[config.mk]
export PLATFORM = sky130hd
export DESIGN_NAME = linear_tiled_yuv422_remap
export DESIGN_NICKNAME = d
export VERILOG_FILES = /design/src/hdl/ltyr_pkg.sv /design/src/hdl/ltyr_divpipe.sv /design/src/hdl/ltyr_front.sv /design/src/hdl/ltyr_queue.sv /design/src/hdl/ltyr_back.sv /design/src/hdl/linear_tiled_yuv422_remap.sv
export SDC_FILE = /design/constraint.sdc
export NUM_CORES = 2
export LEC_CHECK = 0
export ABC_AREA = 1
export BUFFER_PORTS_ARGS = -buffer_cell sky130_fd_sc_hd__buf_2
export CAP_MARGIN = 20
export CORE_MARGIN = 4
export CORE_UTILIZATION = 67
export DETAILED_ROUTE_END_ITERATION = 12
export PLACE_DENSITY = 0.84
export SYNTH_ARGS = -nofsm -noshare
export SYNTH_HDL_FRONTEND = slang
export SYNTH_HIERARCHICAL = 1
export SYNTH_SLANG_ARGS = --single-unit
[constraint.sdc]
create_clock -name i_clk -period 19.3 [get_ports i_clk]
set_clock_uncertainty 0.15 [all_clocks]
set_input_delay 3.86 -clock i_clk [delete_from_list [all_inputs] [get_ports i_clk]]
set_output_delay 3.86 -clock i_clk [all_outputs]
set_load 0.005 [all_outputs]
[src/hdl/ltyr_pkg.sv]
// shared types and constants of the linear/tiled yuv422 byte remapper
// no dependencies

package ltyr_pkg;

    // field widths fixed by the item format
    localparam int OFFSET_W   = 25;
    localparam int BYTE_W     = 8;
    localparam int DIM_W      = 13;
    localparam int CFG_IDX_W  = 2;
    localparam int CFG_DATA_W = 13;

    // tile geometry: 16 rows of 256 bytes
    localparam int ROW_SHIFT    = 8;
    localparam int BAND_SHIFT   = 4;
    localparam int TILE_PAYLOAD = 4096;
    localparam int REL_HI_W     = OFFSET_W - ROW_SHIFT;
    localparam int TPB_W        = 6;
    localparam int LOW_W        = ROW_SHIFT + BAND_SHIFT;

    // frame limits
    localparam int MAX_WIDTH  = 4096;
    localparam int MAX_HEIGHT = 4096;

    // register reset values
    localparam logic [DIM_W-1:0] WIDTH_RST  = 13'd256;
    localparam logic [DIM_W-1:0] HEIGHT_RST = 13'd16;

    // register indexes
    localparam logic [CFG_IDX_W-1:0] CFG_IMAGE_WIDTH  = 2'd0;
    localparam logic [CFG_IDX_W-1:0] CFG_IMAGE_HEIGHT = 2'd1;
    localparam logic [CFG_IDX_W-1:0] CFG_PLANAR_MODE  = 2'd2;
    localparam logic [CFG_IDX_W-1:0] CFG_TO_LINEAR    = 2'd3;

    typedef struct packed {
        logic [OFFSET_W-1:0] source_offset;
        logic [BYTE_W-1:0]   pixel_byte;
    } t_in_item;

    typedef struct packed {
        logic [OFFSET_W-1:0] dest_offset;
        logic [BYTE_W-1:0]   byte_out;
        logic                geometry_error;
    } t_out_item;

    typedef struct packed {
        logic [DIM_W-1:0] image_width;
        logic [DIM_W-1:0] image_height;
        logic             planar_mode;
        logic             to_linear;
    } t_cfg;

    // classified item handed from the front end to the back end
    typedef struct packed {
        logic [OFFSET_W-1:0] rel;
        logic [OFFSET_W-1:0] base;
        logic [TPB_W-1:0]    tpb;
        logic                pre_err;
        logic [BYTE_W-1:0]   pixel_byte;
    } t_cls_item;

endpackage

[src/hdl/ltyr_divpipe.sv]
// pipelined restoring divider, one quotient bit per stage, with side-band payload
// depends on nothing outside this file

module ltyr_divpipe #(
    parameter int NW = 25,
    parameter int DW = 13,
    parameter int SW = 8
) (
    input  logic          i_clk,
    input  logic          i_rst_n,
    input  logic          i_vld,
    input  logic [NW-1:0] i_num,
    input  logic [DW-1:0] i_den,
    input  logic [SW-1:0] i_side,
    output logic          o_vld,
    output logic [NW-1:0] o_quot,
    output logic [DW-1:0] o_rem,
    output logic [SW-1:0] o_side
);

    logic          r_vld  [NW];
    logic [NW-1:0] r_acc  [NW];
    logic [DW-1:0] r_rem  [NW];
    logic [DW-1:0] r_den  [NW];
    logic [SW-1:0] r_side [NW];

    for (genvar s = 0; s < NW; s++) begin : g_stage
        logic          w_vld_in;
        logic [NW-1:0] w_acc_in;
        logic [DW-1:0] w_rem_in;
        logic [DW-1:0] w_den_in;
        logic [SW-1:0] w_side_in;
        logic [DW:0]   w_trial;
        logic [DW:0]   w_diff;
        logic          w_fit;

        if (s == 0) begin : g_first
            assign w_vld_in  = i_vld;
            assign w_acc_in  = i_num;
            assign w_rem_in  = '0;
            assign w_den_in  = i_den;
            assign w_side_in = i_side;
        end else begin : g_next
            assign w_vld_in  = r_vld[s-1];
            assign w_acc_in  = r_acc[s-1];
            assign w_rem_in  = r_rem[s-1];
            assign w_den_in  = r_den[s-1];
            assign w_side_in = r_side[s-1];
        end

        // bring down the next dividend bit and try the subtraction
        assign w_trial = {w_rem_in, w_acc_in[NW-1]};
        assign w_diff  = w_trial - {1'b0, w_den_in};
        assign w_fit   = w_trial >= {1'b0, w_den_in};

        always_ff @(posedge i_clk) begin
            if (!i_rst_n) begin
                r_vld[s] <= 1'b0;
            end else begin
                r_vld[s] <= w_vld_in;
            end
            r_acc[s]  <= {w_acc_in[NW-2:0], w_fit};
            r_rem[s]  <= w_fit ? w_diff[DW-1:0] : w_trial[DW-1:0];
            r_den[s]  <= w_den_in;
            r_side[s] <= w_side_in;
        end
    end

    assign o_vld  = r_vld[NW-1];
    assign o_quot = r_acc[NW-1];
    assign o_rem  = r_rem[NW-1];
    assign o_side = r_side[NW-1];

endmodule

[src/hdl/ltyr_front.sv]
// front end: captures items, checks geometry, picks the plane and range-checks
// depends on ltyr_pkg

module ltyr_front (
    input  logic                 i_clk,
    input  logic                 i_rst_n,
    input  logic                 i_take,
    input  ltyr_pkg::t_in_item   i_item,
    input  ltyr_pkg::t_cfg       i_cfg,
    output logic                 o_push,
    output ltyr_pkg::t_cls_item  o_cls,
    output logic [1:0]           o_inflight
);

    localparam int SZ_W = 2 * ltyr_pkg::DIM_W + 1;

    logic                       r_f0_vld;
    ltyr_pkg::t_in_item         r_f0_item;
    logic                       r_f1_vld;
    ltyr_pkg::t_in_item         r_f1_item;
    logic [2*ltyr_pkg::DIM_W-1:0] r_f1_ysz;
    logic                       r_f1_geo_bad;

    logic [2*ltyr_pkg::DIM_W-1:0] w_ysz;
    logic                       w_geo_bad;
    logic [SZ_W-1:0]            w_ysz_x;
    logic [SZ_W-1:0]            w_csz;
    logic [SZ_W-1:0]            w_vbase;
    logic [SZ_W-1:0]            w_off;
    logic [SZ_W-1:0]            w_base;
    logic [SZ_W-1:0]            w_size;
    logic [ltyr_pkg::TPB_W-1:0] w_tpb;
    logic [ltyr_pkg::OFFSET_W-1:0] w_rel;
    logic                       w_range_err;

    // frame size product and the geometry checks
    always_comb begin
        w_ysz = {{ltyr_pkg::DIM_W{1'b0}}, i_cfg.image_width}
              * {{ltyr_pkg::DIM_W{1'b0}}, i_cfg.image_height};
        w_geo_bad = (i_cfg.image_width == '0) || (i_cfg.image_height == '0)
                 || (32'(i_cfg.image_width) > 32'(ltyr_pkg::MAX_WIDTH))
                 || (32'(i_cfg.image_height) > 32'(ltyr_pkg::MAX_HEIGHT))
                 || (i_cfg.image_height[3:0] != 4'd0)
                 || (i_cfg.planar_mode ? (i_cfg.image_width[8:0] != 9'd0)
                                       : (i_cfg.image_width[6:0] != 7'd0));
    end

    // plane choice by comparing against the plane bases
    always_comb begin
        w_ysz_x = {1'b0, r_f1_ysz};
        w_csz   = {2'b0, r_f1_ysz[2*ltyr_pkg::DIM_W-1:1]};
        w_vbase = w_ysz_x + w_csz;
        w_off   = SZ_W'(r_f1_item.source_offset);
        if (!i_cfg.planar_mode) begin
            w_base = '0;
            w_size = {r_f1_ysz, 1'b0};
            w_tpb  = i_cfg.image_width[12:7];
        end else if (w_off < w_ysz_x) begin
            w_base = '0;
            w_size = w_ysz_x;
            w_tpb  = {1'b0, i_cfg.image_width[12:8]};
        end else if (w_off < w_vbase) begin
            w_base = w_ysz_x;
            w_size = w_csz;
            w_tpb  = {2'b0, i_cfg.image_width[12:9]};
        end else begin
            w_base = w_vbase;
            w_size = w_csz;
            w_tpb  = {2'b0, i_cfg.image_width[12:9]};
        end
        // the base never exceeds the offset, so it fits the offset width
        w_rel       = r_f1_item.source_offset - w_base[ltyr_pkg::OFFSET_W-1:0];
        w_range_err = !i_cfg.to_linear && (SZ_W'(w_rel) >= w_size);
    end

    always_ff @(posedge i_clk) begin
        if (!i_rst_n) begin
            r_f0_vld <= 1'b0;
            r_f1_vld <= 1'b0;
        end else begin
            r_f0_vld <= i_take;
            r_f1_vld <= r_f0_vld;
        end
        if (i_take) begin
            r_f0_item <= i_item;
        end
        r_f1_item    <= r_f0_item;
        r_f1_ysz     <= w_ysz;
        r_f1_geo_bad <= w_geo_bad;
    end

    assign o_push           = r_f1_vld;
    assign o_cls.rel        = w_rel;
    assign o_cls.base       = w_base[ltyr_pkg::OFFSET_W-1:0];
    assign o_cls.tpb        = w_tpb;
    assign o_cls.pre_err    = r_f1_geo_bad || w_range_err;
    assign o_cls.pixel_byte = r_f1_item.pixel_byte;
    assign o_inflight       = {1'b0, r_f0_vld} + {1'b0, r_f1_vld};

endmodule

[src/hdl/ltyr_queue.sv]
// short queue between front end and back end, drained every cycle it holds an item
// depends on ltyr_pkg

module ltyr_queue #(
    parameter int DEPTH = 4
) (
    input  logic                      i_clk,
    input  logic                      i_rst_n,
    input  logic                      i_push,
    input  ltyr_pkg::t_cls_item       i_data,
    output logic                      o_vld,
    output ltyr_pkg::t_cls_item       o_data,
    output logic [$clog2(DEPTH+1)-1:0] o_count
);

    localparam int PW = $clog2(DEPTH);
    localparam int CW = $clog2(DEPTH + 1);

    ltyr_pkg::t_cls_item r_mem [DEPTH];
    logic [PW-1:0]       r_wr;
    logic [PW-1:0]       r_rd;
    logic [CW-1:0]       r_count;
    logic [PW-1:0]       n_wr;
    logic [PW-1:0]       n_rd;
    logic [CW-1:0]       n_count;
    logic                w_pop;

    assign w_pop = (r_count != '0);

    always_comb begin
        n_wr    = (r_wr == PW'(DEPTH - 1)) ? '0 : r_wr + 1'b1;
        n_rd    = (r_rd == PW'(DEPTH - 1)) ? '0 : r_rd + 1'b1;
        n_count = r_count;
        if (i_push && !w_pop) begin
            n_count = r_count + 1'b1;
        end else if (!i_push && w_pop) begin
            n_count = r_count - 1'b1;
        end
    end

    always_ff @(posedge i_clk) begin
        if (!i_rst_n) begin
            r_wr    <= '0;
            r_rd    <= '0;
            r_count <= '0;
        end else begin
            if (i_push) begin
                r_wr <= n_wr;
            end
            if (w_pop) begin
                r_rd <= n_rd;
            end
            r_count <= n_count;
        end
        if (i_push) begin
            r_mem[r_wr] <= i_data;
        end
    end

    assign o_vld   = w_pop;
    assign o_data  = r_mem[r_rd];
    assign o_count = r_count;

    a_no_overflow: assert property (@(posedge i_clk) disable iff (!i_rst_n)
        i_push |-> (r_count < CW'(DEPTH)))
        else $error("queue written while full");

    a_empty_ptrs: assert property (@(posedge i_clk) disable iff (!i_rst_n)
        (r_count == '0) |-> (r_wr == r_rd))
        else $error("queue pointers disagree with empty count");

endmodule

[src/hdl/ltyr_back.sv]
// back end: tile split by reciprocal multiply, band division pipeline, then offset assembly
// and overflow check; depends on ltyr_pkg and ltyr_divpipe

module ltyr_back #(
    parameter int TILE_BYTES = 4096
) (
    input  logic                 i_clk,
    input  logic                 i_rst_n,
    input  logic                 i_vld,
    input  ltyr_pkg::t_cls_item  i_cls,
    input  ltyr_pkg::t_cfg       i_cfg,
    output logic                 o_strobe,
    output ltyr_pkg::t_out_item  o_result
);

    localparam int OW     = ltyr_pkg::OFFSET_W;
    localparam int DEN_T  = $clog2(TILE_BYTES + 1);
    localparam int NUM_P  = ltyr_pkg::REL_HI_W;
    localparam int TW     = ltyr_pkg::TPB_W;
    localparam int LW     = ltyr_pkg::LOW_W;
    localparam int X_W    = NUM_P;
    localparam int PROD_W = X_W + TW;
    localparam int IDX_W  = PROD_W + 1;
    localparam int TERM_W = IDX_W + DEN_T;
    localparam int SUM_W  = TERM_W + 1;

    // reciprocal of the tile pitch, rounded up: exact quotient for any offset below 2^OW
    localparam int              REC_SH = OW + $clog2(TILE_BYTES);
    localparam int              REC_W  = OW + 2;
    localparam longint unsigned REC_M  = ((64'd1 << REC_SH) + 64'(TILE_BYTES) - 64'd1)
                                         / 64'(TILE_BYTES);
    localparam int              RP_W   = OW + REC_W;
    localparam int              QD_W   = NUM_P + DEN_T;

    typedef struct packed {
        logic [ltyr_pkg::BYTE_W-1:0] pixel_byte;
        logic [OW-1:0]               base;
        logic [TW-1:0]               tpb;
        logic                        pre_err;
        logic [OW-1:0]               rel;
    } t_side_t;

    typedef struct packed {
        logic [ltyr_pkg::BYTE_W-1:0] pixel_byte;
        logic [OW-1:0]               base;
        logic [TW-1:0]               tpb;
        logic                        err;
        logic [LW-1:0]               low;
    } t_side_p;

    localparam int SW_P = $bits(t_side_p);

    // tile split stages
    t_side_t             w_side_t_in;
    logic                r_t1_vld;
    logic [RP_W-1:0]     r_t1_prod;
    t_side_t             r_t1_side;
    logic [NUM_P-1:0]    w_t2_quot;
    logic [QD_W-1:0]     w_t2_qd;
    logic                r_t2_vld;
    logic [NUM_P-1:0]    r_t2_quot;
    logic [QD_W-1:0]     r_t2_qd;
    t_side_t             r_t2_side;
    logic [OW-1:0]       w_t3_rem;
    logic                r_t3_vld;
    logic [NUM_P-1:0]    r_t3_quot;
    logic [DEN_T-1:0]    r_t3_rem;
    t_side_t             r_t3_side;
    logic                w_t_vld;
    logic [NUM_P-1:0]    w_t_quot;
    logic [DEN_T-1:0]    w_t_rem;
    t_side_t             w_t_side;

    // band division stage
    t_side_p             w_side_p_in;
    logic [NUM_P-1:0]    w_p_num;
    logic                w_p_vld;
    logic [NUM_P-1:0]    w_p_quot;
    logic [TW-1:0]       w_p_rem;
    t_side_p             w_p_side;

    // assembly stages
    logic                w_band_over;
    logic [X_W-1:0]      w_x;
    logic [LW-1:0]       w_addend;
    logic [PROD_W-1:0]   w_prod;
    logic [IDX_W-1:0]    w_idx;
    logic [TERM_W-1:0]   w_term;
    logic [SUM_W-1:0]    w_sum;
    logic                w_flag;

    logic                r_m1_vld;
    logic [PROD_W-1:0]   r_m1_prod;
    logic [TW-1:0]       r_m1_rem;
    logic [LW-1:0]       r_m1_addend;
    logic [OW-1:0]       r_m1_base;
    logic [ltyr_pkg::BYTE_W-1:0] r_m1_byte;
    logic                r_m1_err;

    logic                r_m2_vld;
    logic [TERM_W-1:0]   r_m2_term;
    logic [LW-1:0]       r_m2_addend;
    logic [OW-1:0]       r_m2_base;
    logic [ltyr_pkg::BYTE_W-1:0] r_m2_byte;
    logic                r_m2_err;

    logic                r_out_vld;
    ltyr_pkg::t_out_item r_out;

    always_comb begin
        w_side_t_in.pixel_byte = i_cls.pixel_byte;
        w_side_t_in.base       = i_cls.base;
        w_side_t_in.tpb        = i_cls.tpb;
        w_side_t_in.pre_err    = i_cls.pre_err;
        w_side_t_in.rel        = i_cls.rel;
    end

    // tile split: quotient from the top of the reciprocal product, remainder by back-multiply
    always_comb begin
        w_t2_quot = NUM_P'(r_t1_prod >> REC_SH);
        w_t2_qd   = QD_W'(w_t2_quot) * QD_W'(TILE_BYTES);
        w_t3_rem  = r_t2_side.rel - r_t2_qd[OW-1:0];
    end

    always_ff @(posedge i_clk) begin
        if (!i_rst_n) begin
            r_t1_vld <= 1'b0;
            r_t2_vld <= 1'b0;
            r_t3_vld <= 1'b0;
        end else begin
            r_t1_vld <= i_vld;
            r_t2_vld <= r_t1_vld;
            r_t3_vld <= r_t2_vld;
        end
        r_t1_prod <= {{REC_W{1'b0}}, i_cls.rel} * {{OW{1'b0}}, REC_W'(REC_M)};
        r_t1_side <= w_side_t_in;
        r_t2_quot <= w_t2_quot;
        r_t2_qd   <= w_t2_qd;
        r_t2_side <= r_t1_side;
        r_t3_quot <= r_t2_quot;
        r_t3_rem  <= w_t3_rem[DEN_T-1:0];
        r_t3_side <= r_t2_side;
    end

    assign w_t_vld  = r_t3_vld;
    assign w_t_quot = r_t3_quot;
    assign w_t_rem  = r_t3_rem;
    assign w_t_side = r_t3_side;

    // tile index and in-tile position for tiled sources, 256-byte chunk and byte otherwise
    always_comb begin
        w_side_p_in.pixel_byte = w_t_side.pixel_byte;
        w_side_p_in.base       = w_t_side.base;
        w_side_p_in.tpb        = w_t_side.tpb;
        if (i_cfg.to_linear) begin
            w_p_num           = w_t_quot[NUM_P-1:0];
            w_side_p_in.low   = w_t_rem[LW-1:0];
            w_side_p_in.err   = w_t_side.pre_err
                             || (w_t_rem >= DEN_T'(ltyr_pkg::TILE_PAYLOAD));
        end else begin
            w_p_num           = w_t_side.rel[OW-1:ltyr_pkg::ROW_SHIFT];
            w_side_p_in.low   = LW'(w_t_side.rel[ltyr_pkg::ROW_SHIFT-1:0]);
            w_side_p_in.err   = w_t_side.pre_err;
        end
    end

    ltyr_divpipe #(
        .NW (NUM_P),
        .DW (TW),
        .SW (SW_P)
    ) u_div_band (
        .i_clk   (i_clk),
        .i_rst_n (i_rst_n),
        .i_vld   (w_t_vld),
        .i_num   (w_p_num),
        .i_den   (w_t_side.tpb),
        .i_side  (w_side_p_in),
        .o_vld   (w_p_vld),
        .o_quot  (w_p_quot),
        .o_rem   (w_p_rem),
        .o_side  (w_p_side)
    );

    // band/row decomposition ahead of the tiles-per-band multiply
    always_comb begin
        w_band_over = i_cfg.to_linear
                   && (w_p_quot >= NUM_P'(i_cfg.image_height[ltyr_pkg::DIM_W-1:4]));
        if (i_cfg.to_linear) begin
            w_x      = {w_p_quot[X_W-5:0], w_p_side.low[LW-1:ltyr_pkg::ROW_SHIFT]};
            w_addend = LW'(w_p_side.low[ltyr_pkg::ROW_SHIFT-1:0]);
        end else begin
            w_x      = X_W'(w_p_quot[NUM_P-1:ltyr_pkg::BAND_SHIFT]);
            w_addend = {w_p_quot[3:0], w_p_side.low[ltyr_pkg::ROW_SHIFT-1:0]};
        end
        w_prod = PROD_W'(w_x) * PROD_W'(w_p_side.tpb);
    end

    // tile index times tile pitch, or 256-byte chunk index times 256
    always_comb begin
        w_idx = IDX_W'(r_m1_prod) + IDX_W'(r_m1_rem);
        if (i_cfg.to_linear) begin
            w_term = TERM_W'(w_idx) << ltyr_pkg::ROW_SHIFT;
        end else begin
            w_term = TERM_W'(w_idx) * TERM_W'(TILE_BYTES);
        end
    end

    always_comb begin
        w_sum  = SUM_W'(r_m2_base) + SUM_W'(r_m2_term) + SUM_W'(r_m2_addend);
        w_flag = r_m2_err || (w_sum[SUM_W-1:OW] != '0);
    end

    always_ff @(posedge i_clk) begin
        if (!i_rst_n) begin
            r_m1_vld  <= 1'b0;
            r_m2_vld  <= 1'b0;
            r_out_vld <= 1'b0;
        end else begin
            r_m1_vld  <= w_p_vld;
            r_m2_vld  <= r_m1_vld;
            r_out_vld <= r_m2_vld;
        end
        r_m1_prod   <= w_prod;
        r_m1_rem    <= w_p_rem;
        r_m1_addend <= w_addend;
        r_m1_base   <= w_p_side.base;
        r_m1_byte   <= w_p_side.pixel_byte;
        r_m1_err    <= w_p_side.err || w_band_over;

        r_m2_term   <= w_term;
        r_m2_addend <= r_m1_addend;
        r_m2_base   <= r_m1_base;
        r_m2_byte   <= r_m1_byte;
        r_m2_err    <= r_m1_err;

        r_out.dest_offset    <= w_flag ? '0 : w_sum[OW-1:0];
        r_out.byte_out       <= r_m2_byte;
        r_out.geometry_error <= w_flag;
    end

    assign o_strobe = r_out_vld;
    assign o_result = r_out;

endmodule

[src/hdl/linear_tiled_yuv422_remap.sv]
// pipeline: the accepting edge loads the first of 2 front stages; then queue hand-over,
//   3 tile-split, 17 band-division and 3 assembly stages; the last loads the result
// throughput: one item per cycle while busy is low; tile split by reciprocal multiply,
//   band divider fully pipelined
// reset: synchronous, active low; clears registers to 256x16 packed linear-to-tiled
//   and empties every stage; results cannot be held off by the receiver
// top level of the yuv422 linear/tiled byte remapper; depends on ltyr_pkg and all ltyr_ modules

module linear_tiled_yuv422_remap #(
    parameter int TILE_BYTES  = 4096,
    parameter int QUEUE_DEPTH = 4
) (
    input  logic                                i_clk,
    input  logic                                i_rst_n,
    input  logic                                start,
    output logic                                busy,
    input  ltyr_pkg::t_in_item                  i_item,
    output logic                                o_strobe,
    output ltyr_pkg::t_out_item                 o_result,
    input  logic                                i_cfg_wen,
    input  logic [ltyr_pkg::CFG_IDX_W-1:0]      i_cfg_idx,
    input  logic [ltyr_pkg::CFG_DATA_W-1:0]     i_cfg_data
);

    localparam int CW      = $clog2(QUEUE_DEPTH + 1);
    // edges from the accepting edge to the result register load
    localparam int LATENCY = 8 + ltyr_pkg::REL_HI_W;

    ltyr_pkg::t_cfg      r_cfg;
    logic                w_take;
    logic                w_push;
    ltyr_pkg::t_cls_item w_cls;
    logic [1:0]          w_inflight;
    logic                w_q_vld;
    ltyr_pkg::t_cls_item w_q_data;
    logic [CW-1:0]       w_q_count;
    logic [CW:0]         w_credit;

    // configuration registers, written by the user only while no item is in flight; unenforced
    always_ff @(posedge i_clk) begin
        if (!i_rst_n) begin
            r_cfg.image_width  <= ltyr_pkg::WIDTH_RST;
            r_cfg.image_height <= ltyr_pkg::HEIGHT_RST;
            r_cfg.planar_mode  <= 1'b0;
            r_cfg.to_linear    <= 1'b0;
        end else if (i_cfg_wen) begin
            case (i_cfg_idx)
                ltyr_pkg::CFG_IMAGE_WIDTH: begin
                    r_cfg.image_width <= i_cfg_data;
                end
                ltyr_pkg::CFG_IMAGE_HEIGHT: begin
                    r_cfg.image_height <= i_cfg_data;
                end
                ltyr_pkg::CFG_PLANAR_MODE: begin
                    r_cfg.planar_mode <= i_cfg_data[0];
                end
                ltyr_pkg::CFG_TO_LINEAR: begin
                    r_cfg.to_linear <= i_cfg_data[0];
                end
                default: begin
                end
            endcase
        end
    end

    // credit check: every item in the front stages must find a queue slot
    // even if nothing drains, so the queue can never overflow
    assign w_credit = {1'b0, w_q_count} + (CW + 1)'(w_inflight);
    assign busy     = !i_rst_n || (w_credit >= (CW + 1)'(QUEUE_DEPTH));
    assign w_take   = start && !busy;

    // front end: capture, geometry check, plane choice
    ltyr_front u_front (
        .i_clk      (i_clk),
        .i_rst_n    (i_rst_n),
        .i_take     (w_take),
        .i_item     (i_item),
        .i_cfg      (r_cfg),
        .o_push     (w_push),
        .o_cls      (w_cls),
        .o_inflight (w_inflight)
    );

    // decoupling queue
    ltyr_queue #(
        .DEPTH (QUEUE_DEPTH)
    ) u_queue (
        .i_clk   (i_clk),
        .i_rst_n (i_rst_n),
        .i_push  (w_push),
        .i_data  (w_cls),
        .o_vld   (w_q_vld),
        .o_data  (w_q_data),
        .o_count (w_q_count)
    );

    // back end: tile split, band division and destination offset assembly
    ltyr_back #(
        .TILE_BYTES (TILE_BYTES)
    ) u_back (
        .i_clk    (i_clk),
        .i_rst_n  (i_rst_n),
        .i_vld    (w_q_vld),
        .i_cls    (w_q_data),
        .i_cfg    (r_cfg),
        .o_strobe (o_strobe),
        .o_result (o_result)
    );

    // a result only ever follows an accepted item at the fixed latency
    a_strobe_latency: assert property (@(posedge i_clk) disable iff (!i_rst_n)
        o_strobe |-> $past(w_take, LATENCY + 1))
        else $error("result strobe without a matching accepted item");

    // flagged results carry a zero offset
    a_flag_zero: assert property (@(posedge i_clk) disable iff (!i_rst_n)
        (o_strobe && o_result.geometry_error) |-> (o_result.dest_offset == '0))
        else $error("flagged result with non-zero offset");

endmodule

==> metrics.csv <==
metric;value;unit
largest net degree at the start of global routing;93;
fin. max-slew vios;0;
cells after synthesis;6987;
initial antenna violation count;9;
sequential fraction of the synthesis area;61.58;%
Die Ht;342.8;µm
H-tree Lvls;4;
crit start category;primary input;
DR pass1 iterations;8;
commonest non-fill, non-tap cell in the layout;dfxtp_1;
Slew headroom;24.89;%
area occupied by multi-input gates;0.02431;mm²
hold_buf cts;0;
CTS Root Buffer Type;clkbuf_16;
Net Count, Synth;7654;
number of synthesized register bits;2164;
Met3 Routed Length;12.45;mm
Final ANT Viol Nets;0;
Final Hold Violating Endpoints;0;
fillers;6582;
CP endpoint kind;output pin;
CTS tree;built;
I/O pin count;88;
worst skew pair latency;0.79;ns
most frequent cells in the layout;dfxtp_1 (1869), nand2_1 (1238), inv_1 (968);
syn_area_per_cell;10.75;µm²
min-delay worst type;reg -> reg;
clock slew at reported path FFs;0.06;ns
vias in the first global route;49780;
static leakage;38.88;nW
Remaining DRCs;0;
setup_tns;0;ns
final worst-path cycle share;47.72;%
drt first-iter violations;4553;
area of the mapped netlist;0.07512;mm²
CP required;15.29;ns
initial core utilization;67.69;%
synth-to-layout area growth;10.96;%
vias per cell;5.488;
Placed Cells;8434;
final cell count without fillers;8795;
setup bufs post-CTS;0;
WS Path Type;in -> out;
Final #Nets;7803;
TritonCTS Buffers;188;
crit path DAT;5.20;ns
yosys synthesis warning count;6;
Routed Wire Length;172.1;mm
Die Wd;342.8;µm
met2 wire len;86.09;mm
Gates resized, CTS repair;0;
power density over cell area;203.9;mW/mm²
GRT Residual Overflow;0;
WHS;0.1305;ns
final setup fails;0;
first-pass GRT wire length;269.1;mm
routability-driven placement congestion ratio;0.9570;
CP Max Fanout;61;
placed cell area;0.07668;mm²
Cell variety after synth;60;
I/O Buffers;87;
status;completed;
actual slew at the worst max-slew pin;1.125;ns
GR Util All Layers;29.30;%
Core Region;0.1110;mm²
CTS max path bufs;3;
post-route minimum period;9.210;ns
die area;0.1175;mm²
Met1 Wirelength;64.28;mm
DR top layer;met5;
DP HPWL;105.9;mm
DR vias;48270;
Peak supply drop;242.5;µV
Max Clk Rate;108.6;MHz
Max Cap Viol;0;
wire length per cell;19.57;µm
RSZ-0062 raised after global routing;no;
site row count;122;
Final Cell Area;0.08335;mm²
Sequential Area;0.04626;mm²
share of cells above drive strength 1;8.863;%
Power Total;16.99;mW
clk sinks;2164;
-- metal layers --
| metal | GRT usage [%] | up-vias |
|---|---|---|
| met5 | 0 | - |
| met4 | 14.76 | 2 |
| met3 | 6.152 | 643 |
| met2 | 51.53 | 2318 |
| met1 | 33.96 | 22890 |
| li1 | - | 22410 |
-- worst max-delay path: stages --
cell and delay, ns:
buf_2 0.79, nand3_1 0.32, buf_2 0.22
-- metrics by stage --
step,util [%],setup slack [ns]
global route,75.10,9.990
detailed placement,69.10,10.10
global placement,69.10,10.17
floorplan,-,11.16
CTS,75.09,10.09
finish,75.11,10.09
-- registers in the layout (all words and copies together), names as in the netlist, 12 cells and up, named ones only --
name and cells:
r_cfg 28, u_back/o_result 34, u_back/r_m1_addend 12, u_back/r_m1_base 25
u_back/r_m1_prod 23, u_back/r_m2_addend 12, u_back/r_m2_base 25, u_back/r_m2_term 28
u_back/r_t1_prod 25, u_back/r_t1_side 40, u_back/r_t2_side 64, u_back/r_t3_side 64
u_back/u_div_band/r_acc 289, u_back/u_div_band/r_den 96, u_back/u_div_band/r_rem 102, u_back/u_div_band/r_side 884
u_back/u_div_band/r_vld 17, u_front/r_f0_item 33, u_front/r_f1_item 25, u_front/r_f1_ysz 26
u_queue/r_mem 260
-- final timing paths --
| kind | slack (ns) | cells past startpoint | startpoint | end |
|---|---|---|---|---|
| setup / recovery | 10.09 | 3 | i_rst_n | busy |
| hold / removal | 0.13 | 0 | u_back/r_m1_byte[7]$_DFF_P_ | u_back/r_m2_byte[7]$_DFF_P_ |
| setup reg to reg | 11.19 | 39 | u_front/r_f1_ysz[1]$_DFF_P_ | u_queue/r_mem[0][8]$_DFFE_PP_ |
| hold reg to reg | 0.13 | 0 | u_back/r_m1_byte[7]$_DFF_P_ | u_back/r_m2_byte[7]$_DFF_P_ |
-- power breakdown --
part           internal [mW]  total (mW)  switching [mW]  leakage [nW]
Clock                   2.24        3.94            1.70          3.25
Sequential              6.51        7.31           0.806          18.4
Combinational           2.02        5.74            3.72          17.3
Total                   10.8        17.0            6.23          38.9
-- cell families after synthesis --
family | count (synthesis) | share of synthesized area [%]
AO/OA/AOI/OAI | 685 | 5.322
XOR/XNOR | 142 | 1.656
adder cells (fa/ha/maj) | 615 | 12.30
buffers and inverters | 1129 | 6.071
flip-flops | 2164 | 61.58
multiplexers | 5 | 0.06663
AND/OR/NAND/NOR | 2247 | 13.01
-- cell usage after synthesis (all sizes together) --
cell type,number,area [µm²]
nor2,554,2346
nor3,23,115.1
inv,986,3706
ha,409,5117
a21oi,216,1119
o21bai,9,71.32
fa,206,4124
a221oi,1,8.760
and2,9,56.30
nor4,10,62.56
and3,4,25.02
o211ai,10,85.08
nand4,58,384.1
nand2,1257,4766
clkbuf,75,281.5
buf,68,573.1
o21ai,349,1931
o21a,2,15.01
o2111ai,1,8.760
edfxtp,293,8798
xnor2,57,499.2
nand3b,35,275.3
or2,38,237.7
a21boi,1,7.510
dfxtp,1871,37460
o221ai,1,8.760
o211a,2,20.02
a211oi,3,22.52
a31oi,14,87.58
nand3,257,1486
xor2,85,744.5
or4,1,7.510
o31ai,3,22.52
nor3b,1,7.510
a21o,7,52.55
mux2i,5,50.05
o22ai,66,538.0
-- layout make-up --
class | instances | area share (%)
clock buffer | 273 | 6.659
inverter | 986 | 4.446
multi-input combinational | 3694 | 29.17
antenna | 7 | 0.02102
sequential | 2164 | 55.50
timing repair buffer | 102 | 0.6575
clock inverter | 81 | 1.318
tap | 1488 | 2.234
No activity file was read; power rests on OpenSTA's default activity.
